<file path="src/rtl/line_editor_with_echo_core_assert.svh">
// ----------------------------------------------------------------------------
// Assertion macros for the line editor core
// Immediate-cycle and next-cycle implication checks on the core clock.
// ----------------------------------------------------------------------------
`ifndef LINE_EDITOR_WITH_ECHO_CORE_ASSERT_SVH
`define LINE_EDITOR_WITH_ECHO_CORE_ASSERT_SVH

// The consequent must hold in the same cycle as the antecedent.
`define LEWE_ASSERT_SAME(label, ante, cons, msg) \
    label: assert property (@(posedge clk) disable iff (!rst_n) (ante) |-> (cons)) \
        else $error(msg);

// The consequent must hold in the cycle after the antecedent.
`define LEWE_ASSERT_NEXT(label, ante, cons, msg) \
    label: assert property (@(posedge clk) disable iff (!rst_n) (ante) |=> (cons)) \
        else $error(msg);

`endif

</file>
<file path="src/rtl/lewe_pkg.sv">
// ----------------------------------------------------------------------------
// lewe_pkg
// Shared types, character codes and the result expansion table of the
// line editor core.
// ----------------------------------------------------------------------------
package lewe_pkg;

    // Result kinds on the output channel.
    typedef enum logic [1:0] {
        KIND_ECHO  = 2'd0,
        KIND_STORE = 2'd1,
        KIND_DONE  = 2'd2
    } kind_t;

    // Command classes handed from the front end to the back end.
    typedef enum logic [2:0] {
        OP_LINE_END = 3'd0,
        OP_CHAR     = 3'd1,
        OP_CHAR_FIN = 3'd2,
        OP_BS       = 3'd3,
        OP_DEL      = 3'd4
    } op_t;

    // Character codes.
    localparam logic [7:0] CH_ESC = 8'h1B;
    localparam logic [7:0] CH_CR  = 8'h0D;
    localparam logic [7:0] CH_LF  = 8'h0A;
    localparam logic [7:0] CH_DEL = 8'h7F;
    localparam logic [7:0] CH_BS  = 8'h08;
    localparam logic [7:0] CH_SP  = 8'h20;

    localparam int unsigned CNT_W      = 9;
    localparam int unsigned STEP_W     = 3;
    localparam int unsigned CMDQ_DEPTH = 2;
    localparam int unsigned CMDQ_PTR_W = 1;
    localparam int unsigned CMDQ_CNT_W = 2;
    localparam logic [STEP_W-1:0] STEP_MAX = 3'd4;

    // One classified input byte.
    typedef struct packed {
        op_t              op;
        logic [7:0]       data;
        logic [CNT_W-1:0] pos;
        logic [CNT_W-1:0] len;
    } cmd_t;

    // One result transaction.
    typedef struct packed {
        kind_t            kind;
        logic [7:0]       data;
        logic [CNT_W-1:0] position;
        logic             last;
    } res_t;

    // Result number 'step' of the sequence that a command expands into.
    function automatic res_t lewe_result(input cmd_t c, input logic [STEP_W-1:0] step);
        res_t r;
        r.kind     = KIND_ECHO;
        r.data     = 8'h00;
        r.position = '0;
        r.last     = 1'b0;
        unique case (c.op)
            OP_LINE_END:
            begin
                unique case (step)
                    3'd0:    r.data = CH_CR;
                    3'd1:    r.data = CH_LF;
                    default:
                    begin
                        r.kind     = KIND_DONE;
                        r.position = c.len;
                        r.last     = 1'b1;
                    end
                endcase
            end
            OP_CHAR:
            begin
                unique case (step)
                    3'd0:
                    begin
                        r.kind     = KIND_STORE;
                        r.data     = c.data;
                        r.position = c.pos;
                    end
                    default:
                    begin
                        r.data = c.data;
                        r.last = 1'b1;
                    end
                endcase
            end
            OP_CHAR_FIN:
            begin
                unique case (step)
                    3'd0:
                    begin
                        r.kind     = KIND_STORE;
                        r.data     = c.data;
                        r.position = c.pos;
                    end
                    3'd1:    r.data = c.data;
                    3'd2:    r.data = CH_CR;
                    3'd3:    r.data = CH_LF;
                    default:
                    begin
                        r.kind     = KIND_DONE;
                        r.position = c.len;
                        r.last     = 1'b1;
                    end
                endcase
            end
            OP_BS:
            begin
                unique case (step)
                    3'd0:
                    begin
                        r.kind     = KIND_STORE;
                        r.data     = c.data;
                        r.position = c.pos;
                    end
                    3'd1:    r.data = c.data;
                    3'd2:    r.data = CH_SP;
                    default:
                    begin
                        r.data = CH_BS;
                        r.last = 1'b1;
                    end
                endcase
            end
            OP_DEL:
            begin
                unique case (step)
                    3'd0:
                    begin
                        r.kind     = KIND_STORE;
                        r.data     = c.data;
                        r.position = c.pos;
                    end
                    3'd1:    r.data = c.data;
                    3'd2:    r.data = CH_BS;
                    3'd3:    r.data = CH_SP;
                    default:
                    begin
                        r.data = CH_BS;
                        r.last = 1'b1;
                    end
                endcase
            end
            default: r.last = 1'b1;
        endcase
        return r;
    endfunction

endpackage

</file>
<file path="src/rtl/line_editor_with_echo_core.sv">
// ----------------------------------------------------------------------------
// line_editor_with_echo_core
// Terminal line editor: stores received bytes, echoes them with erase
// handling and reports completed lines.
// ----------------------------------------------------------------------------
// Usage: received bytes enter on rx_byte with push/full; a transaction is
// taken when push is high and full is low. Results leave as a queue: while
// empty is low, kind, byte_value, position and last show the oldest result,
// and pop takes it. Each byte yields, in order, a store into the line buffer
// (not for CR), echo bytes and possibly a line-complete transaction (always
// for CR); last marks the final result of a byte. ESC yields nothing. The line
// limit is written over the APB port (byte address 0); write it only while the
// core is idle; the block does not enforce it. A byte's results pass through
// the command queue and the output register. The back end emits one result
// per cycle unless pop stalls, and a byte expands into 2 to 5 results (3 for
// CR); the two-entry command queue lets the front end take the next byte while
// the back end works. A stall on pop holds the output register; the queue
// then fills and full rises. Reset clears the character count, empties the
// queue and the output register, and sets the line limit to 256.
// ----------------------------------------------------------------------------
module line_editor_with_echo_core #(
    parameter int unsigned MAX_LINE = 256
) (
    input  logic        clk,
    input  logic        rst_n,
    // Configuration port
    input  logic        psel,
    input  logic        penable,
    input  logic        pwrite,
    input  logic [2:0]  paddr,
    input  logic [31:0] pwdata,
    output logic [31:0] prdata,
    output logic        pready,
    // Input channel
    input  logic        push,
    output logic        full,
    input  logic [7:0]  rx_byte,
    // Result channel
    output logic        empty,
    input  logic        pop,
    output logic [1:0]  kind,
    output logic [7:0]  byte_value,
    output logic [8:0]  position,
    output logic        last
);
    import lewe_pkg::*;

    `include "line_editor_with_echo_core_assert.svh"

    logic [8:0] line_limit_reg;
    logic       cfg_wr;
    logic       accept;
    logic       cmd_wr;
    cmd_t       cmd_in;
    cmd_t       cmd_head;
    logic       cmd_valid;
    logic       cmd_rd;
    logic       q_full;
    logic       out_valid;
    res_t       res;
    logic [8:0] count;
    logic [2:0] step;

    // Configuration register access.
    assign pready = 1'b1;
    assign cfg_wr = psel && penable && pwrite && !paddr[2];
    assign prdata = paddr[2] ? 32'd0 : {23'd0, line_limit_reg};

    always_ff @(posedge clk or negedge rst_n)
    begin
        if (!rst_n)
        begin
            line_limit_reg <= 9'd256;
        end
        else if (cfg_wr)
        begin
            line_limit_reg <= pwdata[8:0];
        end
    end

    // Input handshake.
    assign full   = q_full;
    assign accept = push && !q_full;

    lewe_front #(
        .MAX_LINE (MAX_LINE)
    ) u_front (
        .clk        (clk),
        .rst_n      (rst_n),
        .accept     (accept),
        .rx_byte    (rx_byte),
        .line_limit (line_limit_reg),
        .cmd_wr     (cmd_wr),
        .cmd        (cmd_in),
        .count      (count)
    );

    lewe_cmdq u_cmdq (
        .clk   (clk),
        .rst_n (rst_n),
        .wr    (cmd_wr),
        .din   (cmd_in),
        .rd    (cmd_rd),
        .dout  (cmd_head),
        .full  (q_full),
        .valid (cmd_valid)
    );

    lewe_back u_back (
        .clk       (clk),
        .rst_n     (rst_n),
        .cmd       (cmd_head),
        .cmd_valid (cmd_valid),
        .cmd_rd    (cmd_rd),
        .pop       (pop),
        .out_valid (out_valid),
        .res       (res),
        .step      (step)
    );

    // Result channel.
    assign empty      = !out_valid;
    assign kind       = res.kind;
    assign byte_value = res.data;
    assign position   = res.position;
    assign last       = res.last;

    // Checks on the internal handoff.
    `LEWE_ASSERT_SAME(a_no_write_when_full, push && full, !cmd_wr, "queue written while full")
    `LEWE_ASSERT_NEXT(a_count_clears_at_line_end, cmd_wr && (cmd_in.op == OP_LINE_END || cmd_in.op == OP_CHAR_FIN), count == 9'd0, "count not cleared at line end")
    `LEWE_ASSERT_SAME(a_done_is_last, !empty && kind == KIND_DONE, last && byte_value == 8'd0, "line complete not final")
    `LEWE_ASSERT_SAME(a_step_in_range, 1'b1, step <= STEP_MAX, "step counter out of range")

endmodule

</file>
<file path="src/rtl/lewe_front.sv">
// ----------------------------------------------------------------------------
// lewe_front
// Classifies each received byte, keeps the character count of the current
// line and writes one command per non-ESC byte into the command queue.
// ----------------------------------------------------------------------------
module lewe_front #(
    parameter int unsigned MAX_LINE = 256
) (
    input  logic                  clk,
    input  logic                  rst_n,
    input  logic                  accept,
    input  logic [7:0]            rx_byte,
    input  logic [8:0]            line_limit,
    output logic                  cmd_wr,
    output lewe_pkg::cmd_t        cmd,
    output logic [8:0]            count
);
    import lewe_pkg::*;

    localparam logic [16:0] MaxLine = 17'(MAX_LINE);

    logic [CNT_W-1:0] char_count_reg;
    logic [CNT_W-1:0] char_count_next;
    logic [CNT_W-1:0] lim;
    logic [CNT_W-1:0] cnt_inc;
    logic             is_esc;
    logic             is_cr;
    logic             is_bs;
    logic             is_del;
    logic             reach;

    // Effective limit, clamped to the largest line the buffer holds.
    always_comb
    begin
        if ({8'd0, line_limit} > MaxLine)
        begin
            lim = MaxLine[CNT_W-1:0];
        end
        else
        begin
            lim = line_limit;
        end
    end

    // Byte classification and the count after a stored character.
    assign is_esc  = (rx_byte == CH_ESC);
    assign is_cr   = (rx_byte == CH_CR);
    assign is_bs   = (rx_byte == CH_BS);
    assign is_del  = (rx_byte == CH_DEL);
    assign cnt_inc = char_count_reg + 9'd1;
    assign reach   = (cnt_inc >= lim);

    // Command built for the back end.
    always_comb
    begin
        cmd.data = rx_byte;
        cmd.pos  = char_count_reg;
        cmd.len  = cnt_inc;
        priority if (is_cr)
        begin
            cmd.op  = OP_LINE_END;
            cmd.len = char_count_reg;
        end
        else if (is_del)
        begin
            cmd.op = OP_DEL;
        end
        else if (is_bs)
        begin
            cmd.op = OP_BS;
        end
        else if (reach)
        begin
            cmd.op = OP_CHAR_FIN;
        end
        else
        begin
            cmd.op = OP_CHAR;
        end
    end

    assign cmd_wr = accept && !is_esc;

    // Count update: cleared at line end, clamped at zero on erase.
    always_comb
    begin
        char_count_next = char_count_reg;
        if (cmd_wr)
        begin
            priority if (is_cr)
            begin
                char_count_next = '0;
            end
            else if (is_bs || is_del)
            begin
                char_count_next = (char_count_reg == '0) ? '0 : char_count_reg - 9'd1;
            end
            else if (reach)
            begin
                char_count_next = '0;
            end
            else
            begin
                char_count_next = cnt_inc;
            end
        end
    end

    always_ff @(posedge clk or negedge rst_n)
    begin
        if (!rst_n)
        begin
            char_count_reg <= '0;
        end
        else
        begin
            char_count_reg <= char_count_next;
        end
    end

    assign count = char_count_reg;

endmodule

</file>
<file path="src/rtl/lewe_cmdq.sv">
// ----------------------------------------------------------------------------
// lewe_cmdq
// Two-entry command queue between the front end and the back end.
// ----------------------------------------------------------------------------
module lewe_cmdq (
    input  logic           clk,
    input  logic           rst_n,
    input  logic           wr,
    input  lewe_pkg::cmd_t din,
    input  logic           rd,
    output lewe_pkg::cmd_t dout,
    output logic           full,
    output logic           valid
);
    import lewe_pkg::*;

    cmd_t                  entry_reg [CMDQ_DEPTH];
    logic [CMDQ_PTR_W-1:0] wr_ptr_reg;
    logic [CMDQ_PTR_W-1:0] rd_ptr_reg;
    logic [CMDQ_CNT_W-1:0] fill_reg;
    logic [CMDQ_CNT_W-1:0] fill_next;

    assign full  = (fill_reg == CMDQ_CNT_W'(CMDQ_DEPTH));
    assign valid = (fill_reg != '0);
    assign dout  = entry_reg[rd_ptr_reg];

    // Fill level follows writes and reads.
    always_comb
    begin
        fill_next = fill_reg;
        if (wr && !rd)
        begin
            fill_next = fill_reg + 2'd1;
        end
        else if (rd && !wr)
        begin
            fill_next = fill_reg - 2'd1;
        end
    end

    always_ff @(posedge clk or negedge rst_n)
    begin
        if (!rst_n)
        begin
            wr_ptr_reg <= '0;
            rd_ptr_reg <= '0;
            fill_reg   <= '0;
        end
        else
        begin
            fill_reg <= fill_next;
            if (wr)
            begin
                wr_ptr_reg <= wr_ptr_reg + 1'b1;
            end
            if (rd)
            begin
                rd_ptr_reg <= rd_ptr_reg + 1'b1;
            end
        end
    end

    // Entry storage.
    always_ff @(posedge clk)
    begin
        if (wr)
        begin
            entry_reg[wr_ptr_reg] <= din;
        end
    end

endmodule

</file>
<file path="src/rtl/lewe_back.sv">
// ----------------------------------------------------------------------------
// lewe_back
// Expands the queue's head command into its result transactions, one
// per cycle unless pop stalls, through an output register.
// ----------------------------------------------------------------------------
module lewe_back (
    input  logic                 clk,
    input  logic                 rst_n,
    input  lewe_pkg::cmd_t       cmd,
    input  logic                 cmd_valid,
    output logic                 cmd_rd,
    input  logic                 pop,
    output logic                 out_valid,
    output lewe_pkg::res_t       res,
    output logic [2:0]           step
);
    import lewe_pkg::*;

    logic [STEP_W-1:0] step_reg;
    logic [STEP_W-1:0] step_next;
    logic              out_valid_reg;
    logic              out_valid_next;
    res_t              res_reg;
    res_t              res_now;
    logic              load;
    logic              pop_ok;

    assign res_now = lewe_result(cmd, step_reg);
    assign pop_ok  = pop && out_valid_reg;
    assign load    = cmd_valid && (!out_valid_reg || pop_ok);
    assign cmd_rd  = load && res_now.last;

    // Step counter within the current command.
    always_comb
    begin
        step_next = step_reg;
        if (load)
        begin
            step_next = res_now.last ? '0 : step_reg + 3'd1;
        end
    end

    // Output register occupancy.
    always_comb
    begin
        out_valid_next = out_valid_reg;
        if (load)
        begin
            out_valid_next = 1'b1;
        end
        else if (pop_ok)
        begin
            out_valid_next = 1'b0;
        end
    end

    always_ff @(posedge clk or negedge rst_n)
    begin
        if (!rst_n)
        begin
            step_reg      <= '0;
            out_valid_reg <= 1'b0;
        end
        else
        begin
            step_reg      <= step_next;
            out_valid_reg <= out_valid_next;
        end
    end

    // Result payload.
    always_ff @(posedge clk)
    begin
        if (load)
        begin
            res_reg <= res_now;
        end
    end

    assign out_valid = out_valid_reg;
    assign res       = res_reg;
    assign step      = step_reg;

endmodule

</file>
<file path="config.mk">
export PLATFORM = sky130hd
export DESIGN_NAME = line_editor_with_echo_core
export DESIGN_NICKNAME = d
export VERILOG_FILES = /design/src/rtl/lewe_pkg.sv /design/src/rtl/line_editor_with_echo_core.sv /design/src/rtl/lewe_front.sv /design/src/rtl/lewe_cmdq.sv /design/src/rtl/lewe_back.sv
export VERILOG_INCLUDE_DIRS = /design/src /design/src/rtl
export SDC_FILE = /design/constraint.sdc
export NUM_CORES = 1
export LEC_CHECK = 0
export ABC_AREA = 1
export BUFFER_PORTS_ARGS = -buffer_cell sky130_fd_sc_hd__buf_2
export CAP_MARGIN = 5
export CORE_MARGIN = 4
export CORE_UTILIZATION = 40
export DETAILED_ROUTE_END_ITERATION = 12
export GPL_TIMING_DRIVEN = 0
export SLEW_MARGIN = 10
export SYNTH_ARGS = -nofsm -noshare
export SYNTH_HDL_FRONTEND = slang
export SYNTH_SLANG_ARGS = --single-unit
export TNS_END_PERCENT = 30
</file>
<file path="constraint.sdc">
create_clock -name clk -period 3.2 [get_ports clk]
set_input_delay 0.32 -clock clk [delete_from_list [all_inputs] [get_ports clk]]
set_output_delay 0.32 -clock clk [all_outputs]
set_load 0.01 [all_outputs]
</file>
==> results of run 1 <==
[metal layers]
layer	up-vias	part of all wire (%)
met5	-	0
met4	0	1.5
met3	12	4.3
met2	82	47
met1	1817	47
li1	2018	-
[cell usage after synthesis (2+ instances only)]
cell	n	area (sq um)
xor2_1	9	78.8
inv_1	60	225
o21ai_1	4	20.0
a21oi_2	2	17.5
edfxtp_1	78	2340
conb_1	2	7.51
nand2_4	2	22.5
nor2_2	2	12.5
dfrtp_1	25	626
mux2i_1	21	210
o22ai_1	13	81.3
nand4_1	4	25.0
nand3_2	3	30.0
nand3b_1	2	15.0
inv_2	2	7.51
buf_2	10	50.1
nand2_2	12	75.1
xnor2_1	2	17.5
nor3_1	4	20.0
a21oi_1	16	80.1
nor4_1	2	12.5
clkinv_1	2	7.51
nor2_1	70	263
buf_6	2	22.5
buf_4	24	180
o21ai_0	19	95.1
nand3_1	23	115
nand2_1	123	462
ha_1	17	213
[cell families after synthesis]
logic type	Yosys count	synth area share, %
AOI/OAI and AO/OA	61	6.39
xor gates and xnor gates	11	1.76
adders and majority gates	17	3.89
buffers and inverters	103	9.48
DFF	104	54.8
muxes	21	3.85
other	2	0.137
and+or+nand+nor	251	19.7
[worst max path at each step]
stage                             end  depth (start not counted)  slack (ns)
6_report             u_front.count[2]                         14        0.43
3_3_place_gp   u_cmdq.entry_reg[1][2]                          8       -0.15
3_5_place_dp         u_front.count[6]                         14        0.42
4_1_cts              u_front.count[2]                         14        0.40
2_1_floorplan  u_cmdq.entry_reg[1][0]                          6        0.70
5_1_grt              u_front.count[6]                         14        0.09
[area by class of cell]
| type | count | area, sq um | area share, % |
|---|---|---|---|
| Tap cell | 176 | 220 | 3.47 |
| Clock buffer | 9 | 225 | 3.55 |
| Inverter | 65 | 246 | 3.88 |
| Sequential cell | 104 | 2990 | 47.2 |
| Timing Repair Buffer | 55 | 290 | 4.58 |
| Multi-Input combinational cell | 385 | 2050 | 32.3 |
| Buffer | 38 | 272 | 4.28 |
| Clock inverter | 7 | 45.0 | 0.710 |
[layout by cell type, fill, tap and decap left out, types with 13 or more instances in the layout]
cell	Yosys	final
dfrtp_1	25	25
nand3_1	23	23
a21oi_1	16	16
mux2i_1	21	21
o21ai_0	19	19
conb_1	2	24
ha_1	17	17
buf_2	10	64
nor2_1	70	68
buf_4	24	24
nand2_1	123	123
edfxtp_1	78	78
o22ai_1	13	13
inv_1	60	60
[stage by stage]
step	cells	setup TNS [ns]	hold slack (ns)
after floorplan	592	0	0.0244
after global placement	822	-6.94	0.390
after detailed placement	823	0	0.396
after CTS	839	0	0.0139
after global routing	839	0	0.0533
final	839	0	0.00981
[worst max-delay path, delay by kind of cell (launching register included)]
| family | cells | cell delay, ns |
|---|---|---|
| AND/OR/NAND/NOR | 12 | 1.69 |
| adder cells (fa/ha/maj) | 2 | 0.53 |
| flip-flops | 1 | 0.51 |
[power breakdown]
group          internal, mW  switching [mW]
logic                 0.822            1.50
registers              2.07           0.183
clock network         0.526           0.488
total                  3.42            2.17
==> summary.md, run 1 <==
| Metric | Value |
|---|---|
| Part of the Yosys area used for sequential elements | `a little over half` |
| Number of hold violations in the final report | `0` |
| Gr usage total | `14.6%` |
| Ant diodes | `0` |
| R2r endpoint | `u_front.count[2]` |
| Syn_area_per_cell | `~9.6 sq um` |
| Final setup vio count | `0` |
| Met2 usage | `24.0%` |
| Htree depth | `3` |
| P_leak | `between 2 and 3 nW` |
| Critical Path Max Stage Delay | `0.51 ns` |
| Max cap viols | `0` |
| Predominant post-synthesis flop cell | `edfxtp_1` |
| Vias per std cell | `4.68` |
| Final worst slack | `around 0.43 ns` |
| DR WL/cell | `between 10 and 15 um` |
| Crit. End Element | `register` |
| Global route hottest layer | `met2` |
| First-pass GRT wire length | `roughly 18000 um` |
| Row cnt | `42` |
| Critical Path Start | `u_front.count[0]` |
| CTS resizes | `0` |
| Remaining Overflow, GRT | `0` |
| Die ar. | `about 16000 sq um` |
| EDFF count, synth | `78` |
| Syn Inst Count | `570` |
| 1st-iter DRT viols | `264` |
| Post-CTS Setup Repair Bufs | `0` |
| TritonCTS buffer count | `9` |
| CP max FO | `9` |
| Synth cell types | `44` |
| Starting Density | `41.1%` |
| F_max | `~360 MHz` |
| Critical path's most frequent cell | `nand2_1` |
| Power density over the cells | `between 800 and 900 nW/um^2` |
| Core Util, Final | `47.7%` |
| Vias in the first global route | `~3900` |
| Clock buffer depth | `2` |
| Clock transition at path regs | `0.07 ns` |
| Critical path class | `register to register` |
| Synth Register Bits | `about 100` |
| Worst Reg-to-Reg Cells | `14` |
| R2R Path Start | `u_front.count[0]` |
| # IOs | `~110` |
| Synth warnings | `0` |
| FFs w/ async S/R, synth | `about a quarter` |
| CORE AREA | `roughly 13000 sq um` |
| Pre-Repair DR Iteration Count | `4` |
| Share of cells above drive strength 1 | `20.4%` |
| RSZ-0062 raised after global routing | `false` |
| Nets@finish | `725` |
| CP startpoint kind | `register` |
| Place WS | `0.420 ns` |
| Hold Path Class | `input port to async pin` |
| Area after DPL | `about 6000 sq um` |
| Area grow syn2layout | `16.1%` |
| DPL Wire Length | `just over 8000 um` |
| Die Wd | `125 um` |
| GRT met3 Usage | `3.13%` |
| Hold buffer count at cts | `0` |
| CP Data Required Time | `3.48 ns` |
| Cell area after layout | `roughly 6300 sq um` |
| Max reg flops | `slightly below 60` |
| CTS root buffer | `clkbuf_16` |
| Layout fillers | `roughly 1200` |
| Largest net degree at the start of global routing | `30` |
| Met1 usage | `roughly a fifth` |
| Slowest-stage cell, CP | `dfrtp_1` |
| CTS tree | `done` |
| Initial antenna violation count | `0` |
| IO buf count | `54` |
| Max-slew violations | `0` |
| Remaining DRCs | `0` |
| Final wirelength | `11000 um` |
| Worst IR Drop VDD | `~0.30 mV` |
| Die Ht | `125 um` |
| Clock sink count | `around 100` |
| R2R setup slack | `roughly 0.43 ns` |
| Status | `complete, no violations` |
| RePlAce Congestion | `between 0.8 and 0.9` |
| Antenna Nets Post-Route | `0` |
| Tcrit/Tclk final | `86.7%` |
| Clock Skew | `between 0.007 and 0.008 ns` |
| Worst skew pair latency | `roughly 0.35 ns` |
| Total chip power | `about 5.6 mW` |
| Via count | `3929` |
| CP arrival | `3.06 ns` |
| Worst slew pin tran | `0.950 ns` |
| Relative slew slack | `36.6%` |
| Clock period minus worst slack | `2.77 ns` |
| Synth Cell Area | `~5500 sq um` |
| CP Cell Sequence | `ha_1, nand3_1, nor3_1, nand2_1, nand2_1, nand2_1, ha_1, nand2_1, nor2_1, nor3b_1, nand2_1, nand2_1, nand3b_1, nand2_1` |
Power figures use the tool's default switching activity.
==> inputs of run 2 (changes only) <==
--- a/config.mk
+++ b/config.mk
@@ -6,13 +6,13 @@
 export SDC_FILE = /design/constraint.sdc
 export NUM_CORES = 1
 export LEC_CHECK = 0
-export ABC_AREA = 1
 export BUFFER_PORTS_ARGS = -buffer_cell sky130_fd_sc_hd__buf_2
 export CAP_MARGIN = 5
 export CORE_MARGIN = 4
 export CORE_UTILIZATION = 40
 export DETAILED_ROUTE_END_ITERATION = 12
 export GPL_TIMING_DRIVEN = 0
+export REMOVE_ABC_BUFFERS = 1
 export SLEW_MARGIN = 10
 export SYNTH_ARGS = -nofsm -noshare
 export SYNTH_HDL_FRONTEND = slang
==> summary.md, run 2 <==
| Metric | Value |
|---|---|
| Most common cell after layout, fill and taps aside | `edfxtp_1 (was nand2_1)` |
| DR WL/cell | `15.5 um (was 13.1 um)` |
| Core Util, Final | `47.4% (was 47.7%)` |
| Seq. cell area | `3000 sq um (was 2990 sq um)` |
| Syn Inst Count | `438 (was 570)` |
| Area occupied by multi-input gates | `2130 sq um (was 2050 sq um)` |
| Crit. End Element | `register (unchanged)` |
| Max-slew violations | `0 (unchanged)` |
| RePlAce Congestion | `0.858 (was 0.864)` |
| Most frequent cells in the layout | `edfxtp_1, buf_2, nand2_1, mux2i_1, conb_1 (was nand2_1, edfxtp_1, nor2_1, buf_2, inv_1)` |
| Part of the Yosys area used for sequential elements | `56.3% (was 54.8%)` |
| Tcrit/Tclk final | `95.5% (was 86.7%)` |
| Number of hold violations in the final report | `0 (unchanged)` |
| Share of cells above drive strength 1 | `24.2% (was 20.4%)` |
| Clock buffer depth | `2 (unchanged)` |
| TritonCTS buffer count | `9 (unchanged)` |
| # IOs | `105 (unchanged)` |
| CTS tree | `done (unchanged)` |
| Antenna Nets Post-Route | `0 (unchanged)` |
| Worst skew pair latency | `0.35 ns (about the same)` |
| Hold Path Class | `input port to register (was input port to async pin)` |
| Synth warnings | `0 (unchanged)` |
| Starting Density | `41.5% (was 41.1%)` |
| CP startpoint kind | `register (unchanged)` |
| Remaining Overflow, GRT | `0 (unchanged)` |
| Synth cell types | `68 (was 44)` |
| Relative slew slack | `41.8% (was 36.6%)` |
| Cell taking the most area after synthesis | `edfxtp_1 (unchanged)` |
| Clock period minus worst slack | `3.06 ns (was 2.77 ns)` |
| Synth area leaders | `edfxtp_1, dfrtp_1, mux2i_1 (was edfxtp_1, dfrtp_1, nand2_1)` |
| CP arrival | `3.30 ns (was 3.06 ns)` |
| Synth top cells by count | `edfxtp_1, nand2_1, mux2i_1, buf_4, dfrtp_1 (was nand2_1, edfxtp_1, nor2_1, inv_1, dfrtp_1)` |
| Htree depth | `3 (unchanged)` |
| CTS root buffer | `clkbuf_16 (unchanged)` |
| Power density over the cells | `921 nW/um^2 (was 882 nW/um^2)` |
| F_max | `327 MHz (was 360 MHz)` |
| Synth Register Bits | `104 (unchanged)` |
| Worst IR Drop VDD | `0.377 mV (was 0.296 mV)` |
| CORE AREA | `12800 sq um (was 13300 sq um)` |
| Die Wd | `123 um (was 125 um)` |
| Most numerous cell in the Yosys netlist | `edfxtp_1 (was nand2_1)` |
| Final wirelength | `10300 um (was 11000 um)` |
| Synth Cell Area | `5320 sq um (was 5470 sq um)` |
| Worst slew pin tran | `0.871 ns (was 0.950 ns)` |
| Layout fillers | `1179 (was 1247)` |
| IO buf count | `55 (was 54)` |
| Max reg flops | `58 (unchanged)` |
| DPL Wire Length | `7240 um (was 8100 um)` |
| Vias per std cell | `5.12 (was 4.68)` |
| 1st-iter DRT viols | `205 (was 264)` |
| Predominant post-synthesis flop cell | `edfxtp_1 (unchanged)` |
| Setup tns final | `0 ns (unchanged)` |
| Die ar. | `15200 sq um (was 15600 sq um)` |
| Ant diodes | `0 (unchanged)` |
| CP max FO | `6 (was 9)` |
| Max cap viols | `0 (unchanged)` |
| First-pass GRT wire length | `16500 um (was 18400 um)` |
| CP Data Required Time | `3.45 ns (was 3.48 ns)` |
| Clock sink count | `104 (unchanged)` |
| Status | `complete, no violations (unchanged)` |
| Clock Skew | `0.0118 ns (was 0.00729 ns)` |
| Area grow syn2layout | `14.2% (was 16.1%)` |
| Final setup vio count | `0 (unchanged)` |
| Nets@finish | `554 (was 725)` |
| Synth top area share | `44.0% (was 42.8%)` |
| Remaining DRCs | `0 (unchanged)` |
| Critical path class | `register to register (unchanged)` |
| Largest net degree at the start of global routing | `30 (unchanged)` |
| FFs w/ async S/R, synth | `25.0% (unchanged)` |
| Initial antenna violation count | `0 (unchanged)` |
| Clock transition at path regs | `0.08 ns (was 0.07 ns)` |
| Syn_area_per_cell | `12.1 sq um (was 9.59 sq um)` |
| P_leak | `2.46 nW (was 2.99 nW)` |
| Die Ht | `123 um (was 125 um)` |
| Via count | `3401 (was 3929)` |
| Vias in the first global route | `3256 (was 3858)` |
| Pre-Repair DR Iteration Count | `4 (unchanged)` |
| Row cnt | `41 (was 42)` |
| Gr usage total | `13.9% (was 14.6%)` |
| EDFF count, synth | `78 (unchanged)` |
-- run 2: power by group --
group	total [mW]	leakage [nW]	internal, mW	switching [mW]
logic	2.11	1.25	0.883	1.23
clock network	1.14	0.150	0.624	0.516
registers	2.35	1.05	2.07	0.274
-- run 2: per-stage QoR --
step	hold slack, ns	std cells	power [mW]	setup slack (ns)	instance area (sq um)
2_1_floorplan	0.0244	415	3.78	-0.122	5120
3_3_place_gp	0.367	642	4.33	-0.976	5610
3_5_place_dp	0.371	644	4.44	-0.263	5670
4_1_cts	0.190	662	5.61	0.0109	6010
5_1_grt	0.191	664	5.97	-0.00917	6070
6_report	0.200	664	5.60	0.145	6070
-- run 2: area by class of cell --
class / instances / share of cell area [%]
clock buffer: 9 / 3.71
clock inverter: 7 / 1.42
inverter: 16 / 0.989
multi-input combinational: 295 / 35.1
sequential: 104 / 49.4
tap: 172 / 3.54
timing repair buffer: 61 / 5.85
-- run 2: timing repair --
action                                  in CTS  in global routing
endpoints found under the setup margin      15                 14
setup buffers                                1                  2
endpoints found under the hold margin       12                  0
pin swaps                                    0                  1
resized for setup                            5                 10
hold buffers                                 1                  0
-- run 2: worst paths after layout --
path | start | end | slack (ns) | cells after the start
worst max-delay path | u_front.count[1] | u_front.count[3] | 0.14 | 11
worst max register to register | u_front.count[1] | u_front.count[3] | 0.14 | 11
worst min register to register | u_cmdq.fill_reg[1] | u_back.out_valid | 0.50 | 2
max in group asynchronous | rst_n | u_cmdq.rd_ptr_reg | 2.23 | 2
worst min-delay path | pwdata[3] | line_limit_reg[3] | 0.20 | 2
min in group asynchronous | rst_n | line_limit_reg[3] | 0.53 | 2
-- run 2: critical path, cell delays in order, from the launching register on --
cell	delay (ns)
dfrtp_2	0.45
ha_4	0.19
and3_4	0.19
and3_4	0.20
xor2_1	0.16
ha_1	0.33
a21o_1	0.18
a21o_1	0.17
a221o_1	0.40
o21ai_4	0.25
nand3_2	0.16
o311ai_2	0.28
-- run 2: routing by layer --
layer	global-route usage (%)	vias up	share of wire, %	wire (um)
li1	-	1649	-	-
met1	19.1	1655	45	4660
met2	22.2	87	48	4980
met3	2.84	10	5.0	519
met4	4.50	0	1.4	145
met5	0	-	0	0
-- run 2: logic make-up after synthesis --
group | share of synthesized area, %
AOI/OAI and AO/OA | 8.89
DFF | 56.3
xor gates and xnor gates | 3.46
muxes | 8.98
other | 0.141
and+or+nand+nor | 11.8
adders and majority gates | 4.00
buffers and inverters | 6.44
==> inputs of run 3 (changes only) <==
--- a/config.mk
+++ b/config.mk
@@ -9,9 +9,10 @@
 export BUFFER_PORTS_ARGS = -buffer_cell sky130_fd_sc_hd__buf_2
 export CAP_MARGIN = 5
 export CORE_MARGIN = 4
-export CORE_UTILIZATION = 40
+export CORE_UTILIZATION = 54
 export DETAILED_ROUTE_END_ITERATION = 12
 export GPL_TIMING_DRIVEN = 0
+export PLACE_DENSITY = 0.78
 export REMOVE_ABC_BUFFERS = 1
 export SLEW_MARGIN = 10
 export SYNTH_ARGS = -nofsm -noshare
==> summary.md, run 3 (synthesis gave the netlist of run 2 again) <==
| Metric | Value |
|---|---|
| Area grow syn2layout | `10.3% (was 14.2%)` |
| Critical path class | `register to register (unchanged)` |
| Tcrit/Tclk final | `96.9% (was 95.5%)` |
| Clock buffer depth | `2 (unchanged)` |
| Hold Path Class | `input port to register (unchanged)` |
| Share of cells above drive strength 1 | `23.9% (was 24.2%)` |
| DR WL/cell | `16.4 um (was 15.5 um)` |
| Die ar. | `11500 sq um (was 15200 sq um)` |
| CP max FO | `5 (was 6)` |
| RSZ-0062 raised after global routing | `true` |
| DPL Wire Length | `6990 um (was 7240 um)` |
| R2R setup slack | `0.10 ns (was 0.14 ns)` |
| Starting Density | `56.5% (was 41.5%)` |
| CTS root buffer | `clkbuf_8 (was clkbuf_16)` |
| Final worst slack | `0.101 ns (was 0.145 ns)` |
| Status | `complete, no violations (unchanged)` |
| HP Start | `pwdata[3] (unchanged)` |
| Antenna Nets Post-Route | `0 (unchanged)` |
| Clock transition at path regs | `0.11 ns (was 0.08 ns)` |
| Final wirelength | `10200 um (was 10300 um)` |
| Worst Reg-to-Reg Cells | `12 (was 11)` |
| R2r endpoint | `u_front.count[8] (was u_front.count[3])` |
| Clock period minus worst slack | `3.10 ns (was 3.06 ns)` |
| Ant diodes | `0 (unchanged)` |
| TritonCTS buffer count | `9 (unchanged)` |
| Row cnt | `35 (was 41)` |
| Worst slew pin tran | `0.888 ns (was 0.871 ns)` |
| Clock Skew | `0.00869 ns (was 0.0118 ns)` |
| Worst IR Drop VDD | `0.477 mV (was 0.377 mV)` |
| Most frequent cells in the layout | `edfxtp_1, buf_2, nand2_1, mux2i_1, conb_1 (unchanged)` |
| CORE AREA | `9420 sq um (was 12800 sq um)` |
| Power density over the cells | `896 nW/um^2 (was 921 nW/um^2)` |
| Max reg flops | `58 (unchanged)` |
| F_max | `323 MHz (was 327 MHz)` |
| Total chip power | `5.26 mW (was 5.60 mW)` |
| Initial antenna violation count | `0 (unchanged)` |
| Cell area after layout | `5870 sq um (was 6070 sq um)` |
| Hold path depth | `2 (unchanged)` |
| R2R Path Start | `u_front.count[1] (unchanged)` |
| Final setup vio count | `0 (unchanged)` |
| Max cap viols | `0 (unchanged)` |
| CTS tree | `done (unchanged)` |
| Via count | `3468 (was 3401)` |
| IO buf count | `55 (unchanged)` |
| Nets@finish | `555 (was 554)` |
| P_leak | `2.39 nW (was 2.46 nW)` |
| RePlAce Congestion | `0.849 (was 0.858)` |
| Finished Layout Cells | `622 (was 664)` |
| CP arrival | `3.36 ns (was 3.30 ns)` |
| Remaining Overflow, GRT | `0 (unchanged)` |
| Clock sink count | `104 (unchanged)` |
| Setup tns final | `0 ns (unchanged)` |
| Number of hold violations in the final report | `0 (unchanged)` |
| 1st-iter DRT viols | `211 (was 205)` |
| Gr usage total | `18.2% (was 13.9%)` |
| Remaining DRCs | `0 (unchanged)` |
| Htree depth | `3 (unchanged)` |
| Die Ht | `107 um (was 123 um)` |
| Most common cell after layout, fill and taps aside | `edfxtp_1 (unchanged)` |
| Place WS | `-0.235 ns (was -0.263 ns)` |
| CP startpoint kind | `register (unchanged)` |
| Worst skew pair latency | `0.37 ns (was 0.35 ns)` |
| Crit. End Element | `register (unchanged)` |
| # IOs | `105 (unchanged)` |
| Largest net degree at the start of global routing | `30 (unchanged)` |
| Vias in the first global route | `3392 (was 3256)` |
| Worst hold endpoint | `line_limit_reg[3] (unchanged)` |
| DP Cell Count | `600 (was 644)` |
| Area after DPL | `5590 sq um (was 5670 sq um)` |
| Die Wd | `107 um (was 123 um)` |
| Relative slew slack | `40.7% (was 41.8%)` |
| First-pass GRT wire length | `16400 um (was 16500 um)` |
| Pre-Repair DR Iteration Count | `5 (was 4)` |
| Max-slew violations | `0 (unchanged)` |
| CP Data Required Time | `3.46 ns (was 3.45 ns)` |
| Vias per std cell | `5.58 (was 5.12)` |
run 3: worst max-delay path by stage:
stage / end / cells past startpoint / startpoint
after floorplan: u_cmdq.fill_reg[1] / 9 / u_cmdq.rd_ptr_reg
after global placement: u_cmdq.fill_reg[1] / 9 / u_cmdq.rd_ptr_reg
after detailed placement: u_cmdq.entry_reg[0][26] / 12 / u_front.count[0]
after CTS: u_cmdq.entry_reg[1][26] / 11 / u_front.count[1]
after global routing: u_front.count[3] / 11 / u_front.count[0]
final: u_front.count[8] / 12 / u_front.count[1]
run 3: timing repair:
| item | 4_1_cts | 5_1_grt |
|---|---|---|
| endpoints found under the hold margin | 25 | 0 |
| setup buffers | 3 | 2 |
| pin swaps | 1 | 2 |
| endpoints found under the setup margin | 15 | 15 |
| cloned | 0 | 0 |
| hold buffers | 1 | 0 |
| gates resized for setup | 5 | 8 |
run 3: worst max-delay path, stage by stage, from the launching register on:
cell and delay (ns):
dfrtp_2 0.41, ha_2 0.23, and3_2 0.24, and3_4 0.24, nand3_1 0.17, xnor2_1 0.25
ha_1 0.28, nand4_1 0.13, nor2_1 0.06, a221o_1 0.38, nor2_2 0.19, inv_2 0.08
o41ai_2 0.35
run 3: metal layers:
metal	vias to the layer above	track usage, %	wire length [um]
li1	1649	-	-
met1	1641	24.0	4400
met2	156	29.8	4920
met3	22	3.06	671
met4	0	7.76	226
met5	-	0	0
run 3: power breakdown:
part / total, mW / switching (mW) / internal [mW]
Clock: 0.788 / 0.487 / 0.301
Combinational: 2.13 / 1.25 / 0.880
Sequential: 2.34 / 0.268 / 2.07
run 3: cell type report:
type	instances	area [sq um]
fill	741	3550
sequential	104	3000
multi-input combinational	295	2120
timing repair buffer	62	343
tap	129	161
clock buffer	9	124
clock inverter	7	62.6
inverter	16	60.1
run 3: metrics by stage:
stage               hold WS (ns)  util, %
floorplan                 0.0244        -
global placement           0.358     59.0
detailed placement         0.379     59.3
CTS                        0.160     61.8
global route               0.167     62.3
finish                     0.168     62.3
